$ cat config.mk
export PLATFORM = sky130hd
export DESIGN_NAME = line_segment_rect_clipper_core
export DESIGN_NICKNAME = d
export VERILOG_FILES = /design/src/hw/rtl/lscr_pkg.sv /design/src/hw/rtl/line_segment_rect_clipper_core.sv /design/src/hw/rtl/lscr_front.sv /design/src/hw/rtl/lscr_div.sv /design/src/hw/rtl/lscr_back.sv
export VERILOG_INCLUDE_DIRS = /design/src /design/src/hw/rtl
export SDC_FILE = /design/constraint.sdc
export NUM_CORES = 2
export LEC_CHECK = 0
export BUFFER_PORTS_ARGS = -buffer_cell sky130_fd_sc_hd__buf_4
export CORE_MARGIN = 10
export CORE_UTILIZATION = 59
export DETAILED_ROUTE_END_ITERATION = 12
export PLACE_DENSITY_LB_ADDON = 0.15
export SLEW_MARGIN = 40
export SYNTH_ARGS = -nofsm -noshare
export SYNTH_HDL_FRONTEND = slang
export SYNTH_HIERARCHICAL = 1
export SYNTH_SLANG_ARGS = --single-unit
$ cat constraint.sdc
create_clock -name clk -period 11.59 [get_ports clk]
set_input_delay 0 -clock clk [delete_from_list [all_inputs] [get_ports clk]]
set_output_delay 0 -clock clk [all_outputs]
set_load 0.02 [all_outputs]
$ cat src/hw/rtl/assert_macros.svh
// Assertion macros shared by the clipper RTL.
`ifndef ASSERT_MACROS_SVH
`define ASSERT_MACROS_SVH

// Checked on every edge out of reset.
`define LSCR_ASSERT(lbl, prop, msg) \
  lbl: assert property (@(posedge clk) disable iff (!rst_n) prop) else $error(msg);

// Checked on every edge, reset included.
`define LSCR_ASSERT_ALWAYS(lbl, prop, msg) \
  lbl: assert property (@(posedge clk) prop) else $error(msg);

`endif

$ cat src/hw/rtl/lscr_pkg.sv
// Types, outcode constants and the region function of the line clipper.
`default_nettype none
package lscr_pkg;

  typedef logic signed [23:0] coord_t;
  typedef logic [3:0] code_t;

  localparam code_t CODE_LEFT   = 4'd1;
  localparam code_t CODE_RIGHT  = 4'd2;
  localparam code_t CODE_BOTTOM = 4'd4;
  localparam code_t CODE_TOP    = 4'd8;

  localparam logic [1:0] REG_LEFT   = 2'd0;
  localparam logic [1:0] REG_BOTTOM = 2'd1;
  localparam logic [1:0] REG_RIGHT  = 2'd2;
  localparam logic [1:0] REG_TOP    = 2'd3;

  localparam coord_t COORD_MAX = 24'sh7FFFFF;
  localparam coord_t COORD_MIN = -24'sh800000;

  typedef struct packed {
    coord_t left;
    coord_t bottom;
    coord_t right;
    coord_t top;
  } window_t;

  typedef struct packed {
    coord_t ax;
    coord_t ay;
    coord_t bx;
    coord_t by;
    code_t  ca;
    code_t  cb;
  } seg_t;

  function automatic code_t region_of(input coord_t x, input coord_t y,
                                      input window_t w);
    code_t c;
    c = '0;
    if (x < w.left) c = c | CODE_LEFT;
    else if (x > w.right) c = c | CODE_RIGHT;
    if (y < w.bottom) c = c | CODE_BOTTOM;
    else if (y > w.top) c = c | CODE_TOP;
    return c;
  endfunction

endpackage
`default_nettype wire

$ cat src/hw/rtl/line_segment_rect_clipper_core.sv
// Top level of the Cohen-Sutherland segment clipper: window registers and units.
//
//  channel | handshake              | payload
//  in      | in_valid / in_ready    | in_start_x, in_start_y, in_end_x, in_end_y
//  out     | out_valid / out_ready  | out_accepted, out_clipped_*
//  cfg     | cfg_we                 | cfg_index, cfg_wdata
//
// A segment makes at most MAX_PASSES clip passes, and the serial divider
// computes each edge crossing.
// Reset is synchronous and active low; the window resets to (0,0)-(max,max).
// A two-entry queue takes new segments while the sequencer works, and the
// output register holds a finished transaction while the next one is clipped.
`default_nettype none
`include "assert_macros.svh"
module line_segment_rect_clipper_core #(
  parameter int MAX_PASSES = 8
) (
  input  wire logic             clk,
  input  wire logic             rst_n,
  input  wire logic             cfg_we,
  input  wire logic [1:0]       cfg_index,
  input  wire logic [23:0]      cfg_wdata,
  input  wire logic             in_valid,
  output logic                  in_ready,
  input  wire lscr_pkg::coord_t in_start_x,
  input  wire lscr_pkg::coord_t in_start_y,
  input  wire lscr_pkg::coord_t in_end_x,
  input  wire lscr_pkg::coord_t in_end_y,
  output logic                  out_valid,
  input  wire logic             out_ready,
  output logic                  out_accepted,
  output lscr_pkg::coord_t      out_clipped_start_x,
  output lscr_pkg::coord_t      out_clipped_start_y,
  output lscr_pkg::coord_t      out_clipped_end_x,
  output lscr_pkg::coord_t      out_clipped_end_y
);
  import lscr_pkg::*;

  window_t win_r;
  seg_t    q_data;
  logic    q_valid, q_pop;

  always_ff @(posedge clk) begin
    if (!rst_n) begin
      win_r.left   <= '0;
      win_r.bottom <= '0;
      win_r.right  <= COORD_MAX;
      win_r.top    <= COORD_MAX;
    end else if (cfg_we) begin
      unique case (cfg_index)
        REG_LEFT:   win_r.left   <= cfg_wdata;
        REG_BOTTOM: win_r.bottom <= cfg_wdata;
        REG_RIGHT:  win_r.right  <= cfg_wdata;
        REG_TOP:    win_r.top    <= cfg_wdata;
        default:    win_r.left   <= win_r.left;
      endcase
    end
  end

  lscr_front u_front (
    .clk        (clk),
    .rst_n      (rst_n),
    .in_valid   (in_valid),
    .in_ready   (in_ready),
    .in_start_x (in_start_x),
    .in_start_y (in_start_y),
    .in_end_x   (in_end_x),
    .in_end_y   (in_end_y),
    .win        (win_r),
    .q_valid    (q_valid),
    .q_data     (q_data),
    .q_pop      (q_pop)
  );

  lscr_back #(.MAX_PASSES(MAX_PASSES)) u_back (
    .clk                 (clk),
    .rst_n               (rst_n),
    .win                 (win_r),
    .q_valid             (q_valid),
    .q_data              (q_data),
    .q_pop               (q_pop),
    .out_valid           (out_valid),
    .out_ready           (out_ready),
    .out_accepted        (out_accepted),
    .out_clipped_start_x (out_clipped_start_x),
    .out_clipped_start_y (out_clipped_start_y),
    .out_clipped_end_x   (out_clipped_end_x),
    .out_clipped_end_y   (out_clipped_end_y)
  );

  `LSCR_ASSERT(a_reject_zero, (out_valid && !out_accepted) |->
      (out_clipped_start_x == '0) && (out_clipped_start_y == '0) &&
      (out_clipped_end_x == '0) && (out_clipped_end_y == '0),
      "rejected segment carries nonzero coordinates")
  `LSCR_ASSERT_ALWAYS(a_reset_idle, !rst_n |=> !out_valid, "output valid right after reset")

endmodule
`default_nettype wire

$ cat src/hw/rtl/lscr_front.sv
// Front end: takes segments, computes endpoint outcodes, holds a two-entry queue.
`default_nettype none
`include "assert_macros.svh"
module lscr_front (
  input  wire logic            clk,
  input  wire logic            rst_n,
  input  wire logic            in_valid,
  output logic                 in_ready,
  input  wire lscr_pkg::coord_t in_start_x,
  input  wire lscr_pkg::coord_t in_start_y,
  input  wire lscr_pkg::coord_t in_end_x,
  input  wire lscr_pkg::coord_t in_end_y,
  input  wire lscr_pkg::window_t win,
  output logic                 q_valid,
  output lscr_pkg::seg_t       q_data,
  input  wire logic            q_pop
);
  import lscr_pkg::*;

  seg_t       fifo_r [2];
  logic       wr_ptr_r, rd_ptr_r;
  logic [1:0] cnt_r;
  logic       push;
  seg_t       seg_in;

  assign in_ready = (cnt_r != 2'd2);
  assign push     = in_valid && in_ready;
  assign q_valid  = (cnt_r != 2'd0);
  assign q_data   = fifo_r[rd_ptr_r];

  always_comb begin
    seg_in.ax = in_start_x;
    seg_in.ay = in_start_y;
    seg_in.bx = in_end_x;
    seg_in.by = in_end_y;
    seg_in.ca = region_of(in_start_x, in_start_y, win);
    seg_in.cb = region_of(in_end_x, in_end_y, win);
  end

  always_ff @(posedge clk) begin
    if (push) begin
      fifo_r[wr_ptr_r] <= seg_in;
    end
  end

  always_ff @(posedge clk) begin
    if (!rst_n) begin
      wr_ptr_r <= 1'b0;
      rd_ptr_r <= 1'b0;
      cnt_r    <= 2'd0;
    end else begin
      if (push) wr_ptr_r <= ~wr_ptr_r;
      if (q_pop) rd_ptr_r <= ~rd_ptr_r;
      cnt_r <= cnt_r + {1'b0, push} - {1'b0, q_pop};
    end
  end

  `LSCR_ASSERT(a_pop_nonempty, q_pop |-> q_valid, "pop from empty queue")
  `LSCR_ASSERT(a_cnt_bound, cnt_r != 2'd3, "queue count overflow")
  `LSCR_ASSERT(a_cnt_step, (push && !q_pop) |=> cnt_r == $past(cnt_r) + 2'd1,
               "queue count lost a push")

endmodule
`default_nettype wire

$ cat src/hw/rtl/lscr_div.sv
// Serial signed divider, one quotient bit per cycle, truncating toward zero.
`default_nettype none
`include "assert_macros.svh"
module lscr_div (
  input  wire logic               clk,
  input  wire logic               rst_n,
  input  wire logic               start,
  input  wire logic signed [49:0] dividend,
  input  wire logic signed [24:0] divisor,
  output logic                    done,
  output logic signed [49:0]      quotient
);
  localparam int DW = 49;

  logic [DW-1:0] quo_r;
  logic [24:0]   rem_r;
  logic [24:0]   dvs_r;
  logic [5:0]    cnt_r;
  logic          neg_r, zero_r, done_r;
  logic [25:0]   rem_sh;
  logic          fits;
  logic [49:0]   dend_abs;
  logic [24:0]   dvs_abs;

  assign dend_abs = dividend[49] ? -dividend : dividend;
  assign dvs_abs  = divisor[24] ? -divisor : divisor;
  assign rem_sh   = {rem_r, quo_r[DW-1]};
  assign fits     = (rem_sh >= {1'b0, dvs_r});

  always_ff @(posedge clk) begin
    if (start) begin
      quo_r  <= dend_abs[DW-1:0];
      dvs_r  <= dvs_abs;
      rem_r  <= '0;
      neg_r  <= dividend[49] ^ divisor[24];
      zero_r <= (divisor == '0);
    end else if (cnt_r != 6'd0) begin
      rem_r <= fits ? 25'(rem_sh - {1'b0, dvs_r}) : rem_sh[24:0];
      quo_r <= {quo_r[DW-2:0], fits};
    end
  end

  always_ff @(posedge clk) begin
    if (!rst_n) begin
      cnt_r  <= 6'd0;
      done_r <= 1'b0;
    end else begin
      done_r <= (cnt_r == 6'd1);
      if (start) cnt_r <= 6'(DW);
      else if (cnt_r != 6'd0) cnt_r <= cnt_r - 6'd1;
    end
  end

  assign done = done_r;
  always_comb begin
    if (zero_r) quotient = '0;
    else if (neg_r) quotient = -$signed({1'b0, quo_r});
    else quotient = $signed({1'b0, quo_r});
  end

  `LSCR_ASSERT(a_cnt_range, cnt_r <= 6'(DW), "divider count out of range")
  `LSCR_ASSERT(a_no_restart, (cnt_r > 6'd1) |-> !start, "divider restarted while busy")

endmodule
`default_nettype wire

$ cat src/hw/rtl/lscr_back.sv
// Back end: clip sequencer with multiplier, shared divider and output register.
`default_nettype none
`include "assert_macros.svh"
module lscr_back #(
  parameter int MAX_PASSES = 8
) (
  input  wire logic              clk,
  input  wire logic              rst_n,
  input  wire lscr_pkg::window_t win,
  input  wire logic              q_valid,
  input  wire lscr_pkg::seg_t    q_data,
  output logic                   q_pop,
  output logic                   out_valid,
  input  wire logic              out_ready,
  output logic                   out_accepted,
  output lscr_pkg::coord_t       out_clipped_start_x,
  output lscr_pkg::coord_t       out_clipped_start_y,
  output lscr_pkg::coord_t       out_clipped_end_x,
  output lscr_pkg::coord_t       out_clipped_end_y
);
  import lscr_pkg::*;

  localparam int PW = $clog2(MAX_PASSES + 1);
  localparam logic [PW-1:0] PASS_LIM = PW'(MAX_PASSES);

  typedef enum logic [7:0] {
    S_IDLE  = 8'b0000_0001,
    S_TEST  = 8'b0000_0010,
    S_MUL   = 8'b0000_0100,
    S_DIVGO = 8'b0000_1000,
    S_DIVW  = 8'b0001_0000,
    S_FIN   = 8'b0010_0000,
    S_CODE  = 8'b0100_0000,
    S_DONE  = 8'b1000_0000
  } state_t;

  state_t state_r, state_nxt;

  coord_t ax_r, ay_r, bx_r, by_r;
  code_t  ca_r, cb_r;
  logic [PW-1:0] pass_r;
  logic signed [24:0] span_r, reach_r, run_r;
  coord_t base_r, edge_r;
  logic   horiz_r, mv_b_r, ok_r;
  logic signed [49:0] prod_r;

  logic signed [49:0] quo;
  logic               div_done;
  logic signed [50:0] sum;
  coord_t             res, nx, ny;
  code_t              cout;
  logic               fin_ok, fin_rej;
  logic               out_free;

  lscr_div u_div (
    .clk      (clk),
    .rst_n    (rst_n),
    .start    (state_r == S_DIVGO),
    .dividend (prod_r),
    .divisor  (run_r),
    .done     (div_done),
    .quotient (quo)
  );

  assign cout     = (cb_r > ca_r) ? cb_r : ca_r;
  assign fin_ok   = ((ca_r | cb_r) == '0);
  assign fin_rej  = ((ca_r & cb_r) != '0) || (pass_r == PASS_LIM);
  assign out_free = !out_valid || out_ready;
  assign q_pop    = (state_r == S_IDLE) && q_valid;

  // Intersection coordinate, saturated to the 24-bit range.
  assign sum = 51'(base_r) + 51'(quo);
  always_comb begin
    if (sum > 51'(COORD_MAX)) res = COORD_MAX;
    else if (sum < 51'(COORD_MIN)) res = COORD_MIN;
    else res = sum[23:0];
    nx = horiz_r ? res : edge_r;
    ny = horiz_r ? edge_r : res;
  end

  always_comb begin
    state_nxt = state_r;
    unique case (state_r)
      S_IDLE:  if (q_valid) state_nxt = S_TEST;
      S_TEST:  if (fin_ok || fin_rej) state_nxt = S_DONE;
               else state_nxt = S_MUL;
      S_MUL:   state_nxt = S_DIVGO;
      S_DIVGO: state_nxt = S_DIVW;
      S_DIVW:  if (div_done) state_nxt = S_FIN;
      S_FIN:   state_nxt = S_CODE;
      S_CODE:  state_nxt = S_TEST;
      S_DONE:  if (out_free) state_nxt = S_IDLE;
      default: state_nxt = S_IDLE;
    endcase
  end

  always_ff @(posedge clk) begin
    if (!rst_n) begin
      state_r   <= S_IDLE;
      out_valid <= 1'b0;
    end else begin
      state_r <= state_nxt;
      if (state_r == S_DONE && out_free) out_valid <= 1'b1;
      else if (out_ready) out_valid <= 1'b0;
    end
  end

  always_ff @(posedge clk) begin
    unique case (state_r)
      S_IDLE: begin
        ax_r   <= q_data.ax;
        ay_r   <= q_data.ay;
        bx_r   <= q_data.bx;
        by_r   <= q_data.by;
        ca_r   <= q_data.ca;
        cb_r   <= q_data.cb;
        pass_r <= '0;
      end
      S_TEST: begin
        ok_r   <= fin_ok;
        mv_b_r <= (cb_r > ca_r);
        if ((cout & CODE_TOP) != '0) begin
          span_r <= 25'(bx_r) - 25'(ax_r);
          reach_r <= 25'(win.top) - 25'(ay_r);
          run_r <= 25'(by_r) - 25'(ay_r);
          base_r <= ax_r; edge_r <= win.top; horiz_r <= 1'b1;
        end else if ((cout & CODE_BOTTOM) != '0) begin
          span_r <= 25'(bx_r) - 25'(ax_r);
          reach_r <= 25'(win.bottom) - 25'(ay_r);
          run_r <= 25'(by_r) - 25'(ay_r);
          base_r <= ax_r; edge_r <= win.bottom; horiz_r <= 1'b1;
        end else if ((cout & CODE_RIGHT) != '0) begin
          span_r <= 25'(by_r) - 25'(ay_r);
          reach_r <= 25'(win.right) - 25'(ax_r);
          run_r <= 25'(bx_r) - 25'(ax_r);
          base_r <= ay_r; edge_r <= win.right; horiz_r <= 1'b0;
        end else begin
          span_r <= 25'(by_r) - 25'(ay_r);
          reach_r <= 25'(win.left) - 25'(ax_r);
          run_r <= 25'(bx_r) - 25'(ax_r);
          base_r <= ay_r; edge_r <= win.left; horiz_r <= 1'b0;
        end
      end
      S_MUL: prod_r <= span_r * reach_r;
      S_FIN: begin
        if (mv_b_r) begin
          bx_r <= nx; by_r <= ny;
        end else begin
          ax_r <= nx; ay_r <= ny;
        end
      end
      S_CODE: begin
        // Codes are exact if the user keeps the window static during an item; not enforced.
        ca_r   <= region_of(ax_r, ay_r, win);
        cb_r   <= region_of(bx_r, by_r, win);
        pass_r <= pass_r + PW'(1);
      end
      S_DONE: begin
        if (out_free) begin
          out_accepted        <= ok_r;
          out_clipped_start_x <= ok_r ? ax_r : '0;
          out_clipped_start_y <= ok_r ? ay_r : '0;
          out_clipped_end_x   <= ok_r ? bx_r : '0;
          out_clipped_end_y   <= ok_r ? by_r : '0;
        end
      end
      default: begin
      end
    endcase
  end

  `LSCR_ASSERT(a_pass_bound, pass_r <= PASS_LIM, "clip pass count past limit")
  `LSCR_ASSERT(a_done_in_wait, div_done |-> state_r == S_DIVW,
               "divider finished outside wait state")

endmodule
`default_nettype wire
==> flow_summary.ini <==
[logic_synthesis]
seq_area_frac_synth = 0.300
ys.flop_type = edfxtp_1
netlist_instances = 7847
yosys_warnings = 6
ys_seq_elements = 807
synth_edf_count = 665
synthArstFlopShare = 0
netlist.area_leader.share = 0.263
yosysUniqueCellTypes = 102
avgSynthCellArea_um2 = 9.69
synth_area_um2 = 76100
syn_nets = 9305
netlist_top_cells_area = edfxtp_1 (26%), fa_1 (18%), ha_1 (11%), inv_1 (5.1%), nand2_1 (4.2%)
synth_area_leader_cell = edfxtp_1

[global_route]
grt_overflow = 0
grt_pass1_vias = 60195
grt_start_max_net_pins = 90
track_usage = 0.364
grt_pass1_wl_um = 386000
antenna_found_initial = 7

[sta]
tns_ns = 0
setup_viol = 0
period_needed_ns = 8.54
fin_crit_sh = 0.737
skew_ns = 0.0760
finalHoldViolations = 0
report.final.slew_viol_count = 0
grt_setup_unrepaired = no
fmax_ghz = 0.117
maxSlewHeadroom = 0.313
worstMarginPinSlew_ns = 1.02
whs_ns = 0.0315

[finish]
utilization = 0.661
final_nets = 9602
drive_gt1_frac = 0.0843
n_fill_cell = 10197
syn2layout_area_growth_pct = 11.1
final_common_cell = inv_1
final_cell_mix = inv_1 (1034), nand2_1 (856), fa_1 (665), ha_1 (665), edfxtp_1 (665)

[drt]
drt_pre_antenna_iters = 9
drt_iter0_drc = 6168
vias = 60855
drc = 0
wire_per_inst_um = 26.6
routed_wl_um = 263000
vias_per_cell = 6.16
postRouteAntennaNets = 0

[floorplanning]
die_w_um = 379
dieArea_um2 = 144000
die_h_um = 379
fp.coreArea_um2 = 128000
initial_core_util = 0.595
boundaryPins = 226
rows = 131

[place]
gp_congestion = 1.03
port_buffers = 225
dp_hpwl_um = 206000

[flow_run]
max_cap_violations = 0

[clock_network]
htreeDepth = 3
cts-root-buf = clkbuf_16
cts.reportedPaths.clkPinSlew_ns = 0.07
cts_tree = built
worst_skew_pair.late_latency_ns = 0.75
numCtsBuffers = 89
ctsResizeCount = 0
cts_buffer_depth = 3
cts_sinks = 807

[critical_path]
critPathCaptureType = register
critPathRequiredTime_ns = 12.02
cp.arrival_ns = 8.97
crit_fanout = 19
worstSetupStartpointType = register
crit_type = register to register

[min_path]
min_path_type = input port to register

[outcome]
status = complete, no violations
==> final cells by class <==
class / instances / area, µm² / share of cell area
well taps: 1662 / 2080 / 0.0246
clock inverters: 51 / 591 / 0.00699
flip-flops and latches: 807 / 22800 / 0.270
inverters: 1037 / 3900 / 0.0462
multi-input cells: 5705 / 48300 / 0.572
clock buffers: 113 / 2450 / 0.0290
diodes: 4 / 10.0 / 0.000118
repair buffers: 504 / 4350 / 0.0515
==> what timing repair did <==
item                       4_1_cts  5_1_grt
hold buffers                   157        0
hold endpoints to repair       376        0
setup buffers                    0        0
setup endpoints to repair        0        0
==> critical path, cell delays in order, from the launching register on <==
cell      delay (ns)
edfxtp_1        0.63
clkinv_1        0.66
nor2_1          0.34
fa_1            0.46
fa_1            0.53
fa_1            0.52
fa_1            0.53
fa_1            0.54
fa_1            0.62
inv_1           0.08
fa_1            0.53
inv_1           0.05
ha_1            0.40
and4_1          0.23
o211ai_1        0.19
a21o_1          0.21
a21oi_1         0.09
o21ai_0         0.42
o21ai_0         0.27
a311o_1         0.36
a21oi_1         0.24
o21ai_0         0.15
xor2_1          0.16
==> cell usage after synthesis, types with 99 or more instances <==
library cell and number:
mux2_2 120, o21ai_0 277, edfxtp_1 665, o21ai_1 99
ha_1 665, inv_1 1035, dfxtp_1 142, and2_1 420
clkbuf_1 236, xor2_1 176, a21o_1 131, xnor2_1 177
a21oi_1 393, nor2_1 388, nor2b_1 141, fa_1 666
mux2i_1 125, nand2_1 857
==> layer usage <==
layer | vias to the layer above | GRT usage | wire [µm]
li1 | 27207 | - | -
met4 | 8 | 0.258 | 23400
met5 | - | 0 | 53
met3 | 683 | 0.0656 | 21600
met1 | 30126 | 0.448 | 98200
met2 | 2831 | 0.576 | 120000
==> stage by stage <==
stage,instances,cell area (µm²),setup slack (ns)
global route,9879,84500,2.70
floorplan,7847,76100,0.524
detailed placement,9549,79700,3.26
finish,9883,84500,3.05
global placement,9529,79400,3.26
CTS,9870,84400,3.21
==> cells by family after synthesis <==
logic type | count (synthesis) | synth area share
mux | 246 | 0.0344
flops | 807 | 0.300
buf+inv | 1335 | 0.0685
compound gates | 1399 | 0.117
fa+ha+maj | 1331 | 0.285
xor+xnor | 353 | 0.0407
simple gates | 2376 | 0.155
==> registers in the layout (all words and copies together), names as in the netlist, 25 cells and up, named ones only <==
register	flops
u_front/fifo_r	208
win_r	96
u_back/prod_r	50
u_back/u_div/quo_r	49
u_back/reach_r	25
u_back/run_r	25
u_back/span_r	25
u_back/u_div/dvs_r	25
u_back/u_div/rem_r	25
==> final timing paths <==
| kind | start | to | slack [ns] | cells past startpoint |
|---|---|---|---|---|
| min | in_end_x[23] | u_front/fifo_r[0][55]$_DFFE_PP_ | 0.03 | 2 |
| min reg2reg | u_back/u_div/rem_r[7]$_SDFFE_PP0N_ | u_back/u_div/rem_r[7]$_SDFFE_PP0N_ | 0.48 | 2 |
| max reg2reg | u_back/reach_r[24]$_DFFE_PN_ | u_back/prod_r[48]$_DFFE_PP_ | 3.05 | 22 |
| max | u_back/reach_r[24]$_DFFE_PN_ | u_back/prod_r[48]$_DFFE_PP_ | 3.05 | 22 |
Power is left out: the tool's default activity adds up to more than one toggle a clock period on the data nets, which glitch-free logic cannot reach.
